`src/sv/dts_pkg.sv`:
```
package dts_pkg;
    localparam int SLOTS = 16;
    localparam int SW = 4;
    localparam int ENGINES = 4;
    localparam int EW = 2;
    localparam int DSLOTS = 16;
    localparam int DW = 4;
    localparam int SLOT_BITS = 6 + 2 + 64 + 16 + 16;
    localparam int IN_W = 2 + 7 + 3 + 64 + 16 + 16 + 4;
    localparam int IN_BYTES_W = 120;
    localparam int OUT_W = 1 + 6 + 2 + 64 + 16 + 16 + 4 + 4;
    localparam int OUT_BYTES_W = 120;
    localparam int CFG_IDX_W = 2;

    typedef enum logic [1:0] {
        OP_SUBMIT = 2'd0,
        OP_ISSUE = 2'd1,
        OP_FINISH = 2'd2,
        OP_RETIRE = 2'd3
    } t_op;

    typedef enum logic [1:0] {
        ST_EMPTY = 2'd0,
        ST_PENDING = 2'd1,
        ST_ISSUED = 2'd2,
        ST_FINISHED = 2'd3
    } t_slot_st;

    typedef enum logic [3:0] {
        S_IDLE,
        S_SCAN_MIN,
        S_ISSUE_RD,
        S_ISSUE_CHK,
        S_FIN_SCAN,
        S_RET_SCAN,
        S_RET_DONE,
        S_RET_FREE,
        S_OUT
    } t_state;
endpackage

```
`src/sv/dts_ram.sv`:
```
module dts_ram #(
    parameter int WIDTH = 8,
    parameter int DEPTH = 16
) (
    input  logic                     i_clk,
    input  logic                     i_we,
    input  logic [$clog2(DEPTH)-1:0] i_waddr,
    input  logic [WIDTH-1:0]         i_wdata,
    input  logic [$clog2(DEPTH)-1:0] i_raddr,
    output logic [WIDTH-1:0]         o_rdata
);
    logic [WIDTH-1:0] r_mem [DEPTH];
    always_ff @(posedge i_clk) begin
        if (i_we) begin
            r_mem[i_waddr] <= i_wdata;
        end
        o_rdata <= r_mem[i_raddr];
    end
endmodule

```
`src/sv/dependency_task_scheduler.sv`:
```
// channel  | dir | fields (low bit first)
// s_axis   | in  | op, cmd, engine, deps, epoch, seq_tag, status
// m_axis   | out | accepted, out_cmd, out_engine, out_deps, out_epoch,
//          |     | out_sequence, out_status, stall_reasons
// cfg      | in  | i_cfg_we, i_cfg_idx, i_cfg_data (credit per engine)
// Issue, finish and retire work by sequential scans of the 16-entry slot RAM read port,
// one entry a cycle; submit writes a free slot without a scan.
// Reset is synchronous; slot data RAM needs no clearing (states live in flops).
// s_axis_tready is low from acceptance until the result is taken on m_axis.
module dependency_task_scheduler (
    input  logic                            i_clk,
    input  logic                            i_rst_n,
    input  logic                            s_axis_tvalid,
    output logic                            s_axis_tready,
    // op, cmd, engine, deps, epoch, seq_tag, status
    input  logic [dts_pkg::IN_BYTES_W-1:0]  s_axis_tdata,
    output logic                            m_axis_tvalid,
    input  logic                            m_axis_tready,
    // accepted, out_cmd, out_engine, out_deps, out_epoch,
    // out_sequence, out_status, stall_reasons
    output logic [dts_pkg::OUT_BYTES_W-1:0] m_axis_tdata,
    input  logic                            i_cfg_we,
    input  logic [dts_pkg::CFG_IDX_W-1:0]   i_cfg_idx,
    input  logic [7:0]                      i_cfg_data
);
    import dts_pkg::*;

    t_state r_state, n_state;
    logic [IN_W-1:0] r_in, n_in;
    logic [7:0] r_credit [ENGINES];
    t_slot_st r_sst [SLOTS], n_sst [SLOTS];
    logic [63:0] r_cc, n_cc;
    logic [7:0] r_infl [ENGINES], n_infl [ENGINES];
    logic [4:0] r_pend, n_pend;
    logic [DSLOTS-1:0] r_dv, n_dv;
    logic [19:0] r_dd [DSLOTS], n_dd [DSLOTS];
    logic [4:0] r_dcnt, n_dcnt;
    logic [SW:0] r_i, n_i;
    logic [SW:0] r_j, n_j;
    logic [SW:0] r_old, n_old;
    logic r_has, n_has;
    logic [15:0] r_min, n_min;
    logic [15:0] r_oseq, n_oseq;
    logic [3:0] r_stall, n_stall;
    logic [3:0] r_ost, n_ost;
    logic [OUT_W-1:0] r_out, n_out;

    logic ram_we;
    logic [SW-1:0] ram_wa, ram_ra;
    logic [SLOT_BITS-1:0] ram_wd, ram_rd;

    dts_ram #(.WIDTH(SLOT_BITS), .DEPTH(SLOTS)) u_slot_ram (
        .i_clk(i_clk), .i_we(ram_we), .i_waddr(ram_wa), .i_wdata(ram_wd),
        .i_raddr(ram_ra), .o_rdata(ram_rd)
    );

    logic [6:0] in_cmd;
    logic [2:0] in_eng;
    logic [63:0] in_dep;
    logic [15:0] in_ep, in_seq;
    logic [3:0] in_st;
    assign in_cmd = r_in[8:2];
    assign in_eng = r_in[11:9];
    assign in_dep = r_in[75:12];
    assign in_ep = r_in[91:76];
    assign in_seq = r_in[107:92];
    assign in_st = r_in[111:108];

    logic [5:0] rd_cmd;
    logic [1:0] rd_eng;
    logic [63:0] rd_dep;
    logic [15:0] rd_ep, rd_seq;
    assign rd_cmd = ram_rd[5:0];
    assign rd_eng = ram_rd[7:6];
    assign rd_dep = ram_rd[71:8];
    assign rd_ep = ram_rd[87:72];
    assign rd_seq = ram_rd[103:88];

    // index of the slot whose RAM data is on ram_rd (read issued previous cycle)
    logic [SW-1:0] r_ridx;
    always_ff @(posedge i_clk) r_ridx <= ram_ra;

    logic [SW-1:0] free_idx;
    logic free_ok;
    logic [DW-1:0] dfree;
    logic dfree_ok;
    always_comb begin
        free_idx = '0;
        free_ok = 1'b0;
        for (int k = SLOTS - 1; k >= 0; k--) begin
            if (r_sst[k] == ST_EMPTY) begin
                free_idx = SW'(k);
                free_ok = 1'b1;
            end
        end
        dfree = '0;
        dfree_ok = 1'b0;
        for (int k = DSLOTS - 1; k >= 0; k--) begin
            if (!r_dv[k]) begin
                dfree = DW'(k);
                dfree_ok = 1'b1;
            end
        end
    end

    assign s_axis_tready = (r_state == S_IDLE);
    assign m_axis_tvalid = (r_state == S_OUT);
    assign m_axis_tdata = {{(OUT_BYTES_W - OUT_W){1'b0}}, r_out};

    always_comb begin
        n_state = r_state;
        n_in = r_in;
        n_sst = r_sst;
        n_cc = r_cc;
        n_infl = r_infl;
        n_pend = r_pend;
        n_dv = r_dv;
        n_dd = r_dd;
        n_dcnt = r_dcnt;
        n_i = r_i;
        n_j = r_j;
        n_old = r_old;
        n_has = r_has;
        n_min = r_min;
        n_oseq = r_oseq;
        n_stall = r_stall;
        n_ost = r_ost;
        n_out = r_out;
        ram_we = 1'b0;
        ram_wa = free_idx;
        ram_wd = {in_seq, in_ep, in_dep, in_eng[1:0], in_cmd[5:0]};
        ram_ra = r_i[SW-1:0];
        case (r_state)
            S_IDLE: begin
                if (s_axis_tvalid) begin
                    n_in = s_axis_tdata[IN_W-1:0];
                    n_out = '0;
                    n_i = '0;
                    n_j = '0;
                    n_has = 1'b0;
                    n_stall = '0;
                    case (t_op'(s_axis_tdata[1:0]))
                        OP_SUBMIT: n_state = S_SCAN_MIN;
                        OP_ISSUE: n_state = S_ISSUE_RD;
                        OP_FINISH: n_state = S_FIN_SCAN;
                        default: n_state = S_RET_SCAN;
                    endcase
                    if (t_op'(s_axis_tdata[1:0]) == OP_SUBMIT) begin
                        n_state = S_OUT;
                        if (s_axis_tdata[8] == 1'b0 && s_axis_tdata[11:9] < 3'(ENGINES)
                                && free_ok) begin
                            n_state = S_SCAN_MIN;
                        end
                    end
                    if (t_op'(s_axis_tdata[1:0]) == OP_ISSUE && r_dcnt >= 5'(DSLOTS)) begin
                        n_out[OUT_W-1 -: 4] = 4'b0001;
                        n_state = S_OUT;
                    end
                end
            end
            S_SCAN_MIN: begin
                // submit write
                ram_we = 1'b1;
                n_sst[free_idx] = ST_PENDING;
                n_pend = r_pend + 5'd1;
                n_out[0] = 1'b1;
                n_state = S_OUT;
            end
            S_ISSUE_RD: begin
                // find next pending candidate at or after r_i
                if (r_i == (SW+1)'(SLOTS)) begin
                    n_out[OUT_W-1 -: 4] = r_stall;
                    n_state = S_OUT;
                end else if (r_sst[r_i[SW-1:0]] == ST_PENDING) begin
                    n_j = '0;
                    n_has = 1'b0;
                    n_state = S_ISSUE_CHK;
                end else begin
                    n_i = r_i + 1'b1;
                end
            end
            S_ISSUE_CHK: begin
                // r_j walks 0..SLOTS+1; data for candidate read first via r_j==0 cycle
                if (r_j == '0) begin
                    ram_ra = r_i[SW-1:0];
                    n_j = r_j + 1'b1;
                end else begin
                    ram_ra = r_j[SW-1:0] - 1'b1;
                    if (r_j == 1) begin
                        n_min = rd_ep;
                        n_oseq = rd_seq;
                        n_old = {1'b0, r_ridx};
                        n_out[6:1] = rd_cmd;
                        n_out[8:7] = rd_eng;
                        n_out[72:9] = rd_dep;
                        n_out[88:73] = rd_ep;
                        n_out[104:89] = rd_seq;
                    end else if (r_sst[r_ridx] != ST_EMPTY && rd_ep < r_min) begin
                        n_has = 1'b1;
                    end
                    if (r_j == (SW+1)'(SLOTS + 1)) begin
                        n_i = r_i + 1'b1;
                        n_state = S_ISSUE_RD;
                        if ((n_out[72:9] & ~r_cc) != '0) begin
                            n_stall[1] = 1'b1;
                        end else if (n_has) begin
                            n_stall[2] = 1'b1;
                        end else if (r_infl[n_out[8:7]] >= r_credit[n_out[8:7]]) begin
                            n_stall[3] = 1'b1;
                        end else begin
                            n_sst[r_i[SW-1:0]] = ST_ISSUED;
                            n_infl[n_out[8:7]] = r_infl[n_out[8:7]] + 8'd1;
                            if (r_pend != '0) n_pend = r_pend - 5'd1;
                            n_out[0] = 1'b1;
                            n_state = S_OUT;
                        end
                    end else begin
                        ram_ra = r_j[SW-1:0];
                        n_j = r_j + 1'b1;
                    end
                    if (r_j == (SW+1)'(SLOTS + 1) && !n_out[0]) begin
                        n_out[104:1] = '0;
                    end
                end
            end
            S_FIN_SCAN: begin
                ram_ra = r_j[SW-1:0];
                if (r_j != '0) begin
                    if (r_sst[r_ridx] == ST_ISSUED && rd_seq == in_seq) begin
                        n_state = S_OUT;
                        if (r_dcnt < 5'(DSLOTS) && dfree_ok) begin
                            n_dv[dfree] = 1'b1;
                            n_dd[dfree] = {in_st, in_seq};
                            n_dcnt = r_dcnt + 5'd1;
                            n_sst[r_ridx] = ST_FINISHED;
                            if (r_infl[rd_eng] != '0) n_infl[rd_eng] = r_infl[rd_eng] - 8'd1;
                            n_out[0] = 1'b1;
                        end
                    end else if (r_j == (SW+1)'(SLOTS)) begin
                        n_state = S_OUT;
                    end
                end
                if (n_state == S_FIN_SCAN) n_j = r_j + 1'b1;
            end
            S_RET_SCAN: begin
                ram_ra = r_j[SW-1:0];
                if (r_j != '0) begin
                    if (r_sst[r_ridx] != ST_EMPTY && (!r_has || rd_ep < r_min
                            || (rd_ep == r_min && rd_seq < r_oseq))) begin
                        n_has = 1'b1;
                        n_min = rd_ep;
                        n_oseq = rd_seq;
                        n_old = {1'b0, r_ridx};
                    end
                end
                if (r_j == (SW+1)'(SLOTS)) begin
                    n_state = S_OUT;
                    if (n_has && r_sst[n_old[SW-1:0]] == ST_FINISHED) begin
                        n_state = S_RET_DONE;
                    end
                end else begin
                    n_j = r_j + 1'b1;
                end
            end
            S_RET_DONE: begin
                n_state = S_OUT;
                for (int k = DSLOTS - 1; k >= 0; k--) begin
                    if (r_dv[k] && r_dd[k][15:0] == r_oseq) begin
                        n_old[SW] = 1'b1;
                        n_ost = r_dd[k][19:16];
                        n_i = (SW+1)'(k);
                        n_state = S_RET_FREE;
                    end
                end
                n_j = '0;
            end
            S_RET_FREE: begin
                ram_ra = r_j[SW-1:0];
                if (r_j == '0) begin
                    n_dv[r_i[DW-1:0]] = 1'b0;
                    if (r_dcnt != '0) n_dcnt = r_dcnt - 5'd1;
                    n_j = r_j + 1'b1;
                end else begin
                    if (r_sst[r_ridx] == ST_FINISHED && rd_seq == r_oseq) begin
                        if (r_ost == 4'd0) n_cc[rd_cmd] = 1'b1;
                        n_sst[r_ridx] = ST_EMPTY;
                        n_out[0] = 1'b1;
                        n_out[104:89] = r_oseq;
                        n_out[108:105] = r_ost;
                        n_state = S_OUT;
                    end else if (r_j == (SW+1)'(SLOTS)) begin
                        n_state = S_OUT;
                    end else begin
                        n_j = r_j + 1'b1;
                    end
                end
            end
            S_OUT: begin
                if (m_axis_tready) n_state = S_IDLE;
            end
            default: n_state = S_IDLE;
        endcase
    end

    always_ff @(posedge i_clk) begin
        if (!i_rst_n) begin
            r_state <= S_IDLE;
            r_cc <= '0;
            r_pend <= '0;
            r_dv <= '0;
            r_dcnt <= '0;
            for (int k = 0; k < SLOTS; k++) r_sst[k] <= ST_EMPTY;
            for (int k = 0; k < ENGINES; k++) begin
                r_infl[k] <= '0;
                r_credit[k] <= 8'd1;
            end
        end else begin
            r_state <= n_state;
            r_cc <= n_cc;
            r_pend <= n_pend;
            r_dv <= n_dv;
            r_dcnt <= n_dcnt;
            r_sst <= n_sst;
            r_infl <= n_infl;
            if (i_cfg_we) r_credit[i_cfg_idx] <= i_cfg_data;
        end
    end

    always_ff @(posedge i_clk) begin
        r_in <= n_in;
        r_dd <= n_dd;
        r_i <= n_i;
        r_j <= n_j;
        r_old <= n_old;
        r_has <= n_has;
        r_min <= n_min;
        r_oseq <= n_oseq;
        r_stall <= n_stall;
        r_ost <= n_ost;
        r_out <= n_out;
    end

    a_out_hold: assert property (@(posedge i_clk) disable iff (!i_rst_n)
        m_axis_tvalid && !m_axis_tready |=> $stable(r_out))
        else $error("result changed while stalled");
    a_excl: assert property (@(posedge i_clk) disable iff (!i_rst_n)
        !(s_axis_tready && m_axis_tvalid))
        else $error("accepting while result pending");
    a_dcnt: assert property (@(posedge i_clk) disable iff (!i_rst_n)
        r_dcnt == 5'($countones(r_dv)))
        else $error("completion count mismatch");
    a_stall_zero: assert property (@(posedge i_clk) disable iff (!i_rst_n)
        m_axis_tvalid && r_out[0] |-> r_out[OUT_W-1 -: 4] == 4'd0)
        else $error("stall bits on success");
endmodule
```
`config.mk`:
```
export PLATFORM = sky130hd
export DESIGN_NAME = dependency_task_scheduler
export DESIGN_NICKNAME = d
export VERILOG_FILES = /design/src/sv/dts_pkg.sv /design/src/sv/dts_ram.sv /design/src/sv/dependency_task_scheduler.sv
export SDC_FILE = /design/constraint.sdc
export NUM_CORES = 2
export LEC_CHECK = 0
export ABC_CLOCK_PERIOD_IN_PS = 7700
export BUFFER_PORTS_ARGS = -buffer_cell sky130_fd_sc_hd__clkbuf_2
export CAP_MARGIN = 15
export CELL_PAD_IN_SITES_DETAIL_PLACEMENT = 2
export CELL_PAD_IN_SITES_GLOBAL_PLACEMENT = 2
export CORE_MARGIN = 3
export CORE_UTILIZATION = 44
export DETAILED_ROUTE_END_ITERATION = 8
export PLACE_DENSITY_LB_ADDON = 0.1
export SLEW_MARGIN = 10
export SYNTH_ARGS = -nofsm -noshare
export SYNTH_HDL_FRONTEND = slang
export SYNTH_SLANG_ARGS = --single-unit
```
`constraint.sdc`:
```
create_clock -name i_clk -period 7.7 [get_ports i_clk]
set_input_delay 1.155 -clock i_clk [delete_from_list [all_inputs] [get_ports i_clk]]
set_output_delay 1.155 -clock i_clk [all_outputs]
set_load 0.02 [all_outputs]
```
==> flow_summary_export.csv <==
group,metric,value,unit
die,dieArea,243000,sq um
placed_design,numPortBuffers,241,
sta,rsz0062_at_grt,"false",
yosys,synthArstFlopShare,0,%
critical_path,max_stage_delay,0.85,ns
grt,grt_pass1_vias,77800,
finish,syn2layout_area_growth,13.6,%
sta,maxSlewHeadroom,15.0,%
die,placementRows,178,
critical_path,path_buf_inv,2,
route,drt_iter0_drc,6249,
critical_path,critPathTopFamily,"compound AO/OA/AOI/OAI gates",
placed_design,gp_congestion,0.860,
grt,grt_max_degree,147,
status,status,"completed",
route,wl_per_cell,31.8,microns
power,p_leak,40.4,nW
power,switching_share,39.6,%
clock_network,clock_tree.buffer_depth,4,
grt,grt_pass1_wl,540000,microns
route,first_pass_iters,5,
power,seqPwrFrac,38.7,%
route,drt_wl_total,371000,microns
sta,timing.hold.ws,0.411,ns
clock_network,ctsHoldBuffers,0,
yosys,synth-seq-cells,2552,
die,die_w,493,microns
clock_network,cts_tree,"yes",
yosys,yosysSeqAreaShare,70.8,%
power,p_sw,19.8,mW
power,internal_power,30.2,mW
yosys,synth-main-ff-cell,"edfxtp_1",
critical_path,crit_chain,"inv_1 > ha_1 > nor4b_4 > mux2i_4 > buf_4 > mux4_2 > ha_1 > a21o_1 > a21o_1 > a211oi_1 > o21bai_1 > a311oi_4 > nand2_1 > a221oi_4 > and2_1 > a311oi_1",
sta,worst_pin_slew,1.27,ns
job,drv_cap,0,
critical_path,critPathKind,"register to register",
route,ant_nets,0,
yosys,yosys_warnings,0,
sta,fin_crit_sh,86.3,%
yosys,synth-edff-count,2291,
clock_network,post_cts_buffers,0,
finish,post-route-cell-area,119000,sq um
clock_network,path_clk_slew,0.06,ns
critical_path,r2r-end,"r_sst[14]$_SDFFE_PN0P_",
power,power.density,421,nW/um^2
grt,antenna_found_initial,30,
power,power.total,49.9,mW
critical_path,crit_fanout,17,
yosys,avgSynthCellArea,13.0,sq um
yosys,syn-cell-area,105000,sq um
critical_path,slowest_stage,"and2_1",
power,clockPowerShare,27.3,%
power,p_comb_share,34.0,%
die,pin_count,257,
clock_network,clk_latency,0.94,ns
die,die_h,493,microns
hold_path,min_to,"r_in[58]$_DFFE_PP_",
route,via_per_inst,6.10,
clock_network,cts_max_level,5,
placed_design,place_area,109000,sq um
clock_network,cts_buffers,295,
finish,layout_commonest_cell,"edfxtp_1",
hold_path,min_path_type,"primary input to register",
placed_design,hpwl,208000,microns
sta,slew_viol_final,0,
critical_path,arrival,7.33,ns
sta,final.setup.worst_slack,1.06,ns
die,initial_core_util,44.4,%
finish,nNetsFinal,8459,
clock_network,cts_sinks,2552,
clock_network,clock-root-buffer,"clkbuf_16",
hold_path,min-delay-start,"s_axis_tdata[58]",
critical_path,cp.required,8.39,ns
sta,period_needed,6.64,ns
yosys,synthCells,8061,
route,via_count,71000,
grt,grt-ovfl-total,0,
critical_path,r2r_cells,16,
sta,setup_viol,0,
finish,final_cell_mix,"edfxtp_1, nand2_1, nand3_1",
grt,track_usage,30.0,%
sta,tns,0,ns
placed_design,post-place-ws,1.10,ns
hold_path,holdPathStages,1,
yosys,synth_cell_type_count,96,
critical_path,r2r_slack,1.06,ns
route,drc,0,
power,ir_drop,557,uV
die,coreArea,236000,sq um
clock_network,cts_resized,0,
sta,fin_skew,0.0782,ns
sta,max_freq,151,MHz
finish,final_layout_size_suffix_gt1_share,11.0,%
sta,hold_violations,0,
critical_path,critPathLaunchType,"register",
critical_path,reg2reg_from,"r_j[1]$_SDFFCE_PN0P_",
critical_path,critPathCaptureType,"register",
## per-layer routing
layer  vias up  wire length [microns]  track usage, %
li1      30300                      -               -
met3       683                  18700            3.46
met1     37600                 153000            39.4
met4         0                  13700            10.4
met5         -                      0               0
met2      2364                 185000            51.5
## kinds of logic after synthesis
family          share of synthesized area [%]
compound gates                           7.39
xor+xnor                                 2.50
fa+ha+maj                               0.690
buf+inv                                  2.53
flops                                    70.8
mux                                      1.78
other cells                           0.00359
simple gates                             14.3
## cell usage after synthesis, types with 13 or more instances
cell	number	area, sq um
a21o_1	13	97.6
mux4_2	30	676
a31oi_1	130	813
inv_1	95	357
a21oi_1	244	1220
a21boi_0	17	128
nand2_1	1827	6860
edfxtp_1	2291	68800
a22oi_1	18	135
o21a_1	38	285
a211oi_1	21	158
xnor2_1	138	1210
nor4_1	75	469
or4_1	26	195
clkbuf_1	275	1030
nor3b_1	26	195
a311oi_1	339	2970
nand2b_1	30	188
ha_1	56	701
nor3_1	46	230
o22ai_1	62	388
buf_1	20	75.1
nand3b_1	21	158
o21ai_0	119	596
and2_1	65	407
nor2_1	350	1310
and3_1	231	1450
nand3_1	480	2400
buf_4	20	150
mux2i_1	98	981
nand4_1	43	269
buf_2	179	896
nand4b_1	15	131
o221ai_1	15	131
dfxtp_1	261	5230
xor2_1	160	1400
## layout make-up
cell class / instances / area (sq um)
Inverter: 97 / 389
Fill cell: 22400 / 117000
Clock inverter: 100 / 867
Timing Repair Buffer: 410 / 3000
Clock buffer: 410 / 8300
Tap cell: 3150 / 3940
Sequential cell: 2552 / 74000
Antenna cell: 10 / 25.0
Multi-Input combinational cell: 4911 / 28100
## worst max-delay path by stage
stage	startpoint	endpoint	slack, ns	depth (start not counted)
6_report	r_j[1]$_SDFFCE_PN0P_	r_sst[14]$_SDFFE_PN0P_	1.06	16
5_1_grt	r_j[1]$_SDFFCE_PN0P_	r_sst[14]$_SDFFE_PN0P_	0.65	16
2_1_floorplan	r_sst[20]$_SDFFE_PN0P_	u_slot_ram.r_mem[12][0]$_DFFE_PP_	1.14	7
4_1_cts	r_j[1]$_SDFFCE_PN0P_	r_sst[14]$_SDFFE_PN0P_	1.02	16
3_5_place_dp	r_j[1]$_SDFFCE_PN0P_	r_sst[20]$_SDFFE_PN0P_	1.10	16
3_3_place_gp	r_j[1]$_SDFFCE_PN0P_	r_out[88]$_SDFFCE_PP0P_	1.18	17
## worst reg2reg max path: cells and delay by family, from the launching register on
family / cells / cell delay (ns)
adders and majority gates: 2 / 0.53
DFF: 1 / 0.51
buffers and inverters: 2 / 0.52
muxes: 2 / 1.30
and+or+nand+nor: 3 / 1.76
AOI/OAI and AO/OA: 7 / 1.86
## power by group through the flow
stage	Sequential, mW	Clock (mW)	Combinational, mW
2_1_floorplan	19.1	0	9.96
3_5_place_dp	19.6	0	16.7
3_3_place_gp	19.4	0	15.9
4_1_cts	19.3	13.8	17.1
6_report	19.4	13.6	17.0
5_1_grt	19.5	14.4	18.3
## per-stage QoR
stage | util (%) | std cells
6_report | 50.4 | 11600
5_1_grt | 50.4 | 11600
4_1_cts | 50.3 | 11600
3_5_place_dp | 46.4 | 11100
3_3_place_gp | 46.4 | 11100
2_1_floorplan | - | 8067
## registers in the layout (all words and copies together) (netlist names), 3 cells and up
signal / flops
r_ridx: 4
r_dcnt: 5
r_out: 113
r_credit: 32
r_old: 4
r_state: 4
r_j: 5
r_infl: 32
u_slot_ram.r_mem: 1664
r_sst: 32
r_dv: 16
u_slot_ram.o_rdata: 104
r_i: 5
r_in: 108
r_dd: 320
r_oseq: 16
r_cc: 64
r_stall: 3
r_min: 16
r_ost: 4
Note: power is estimated with default switching activity, not from simulation.
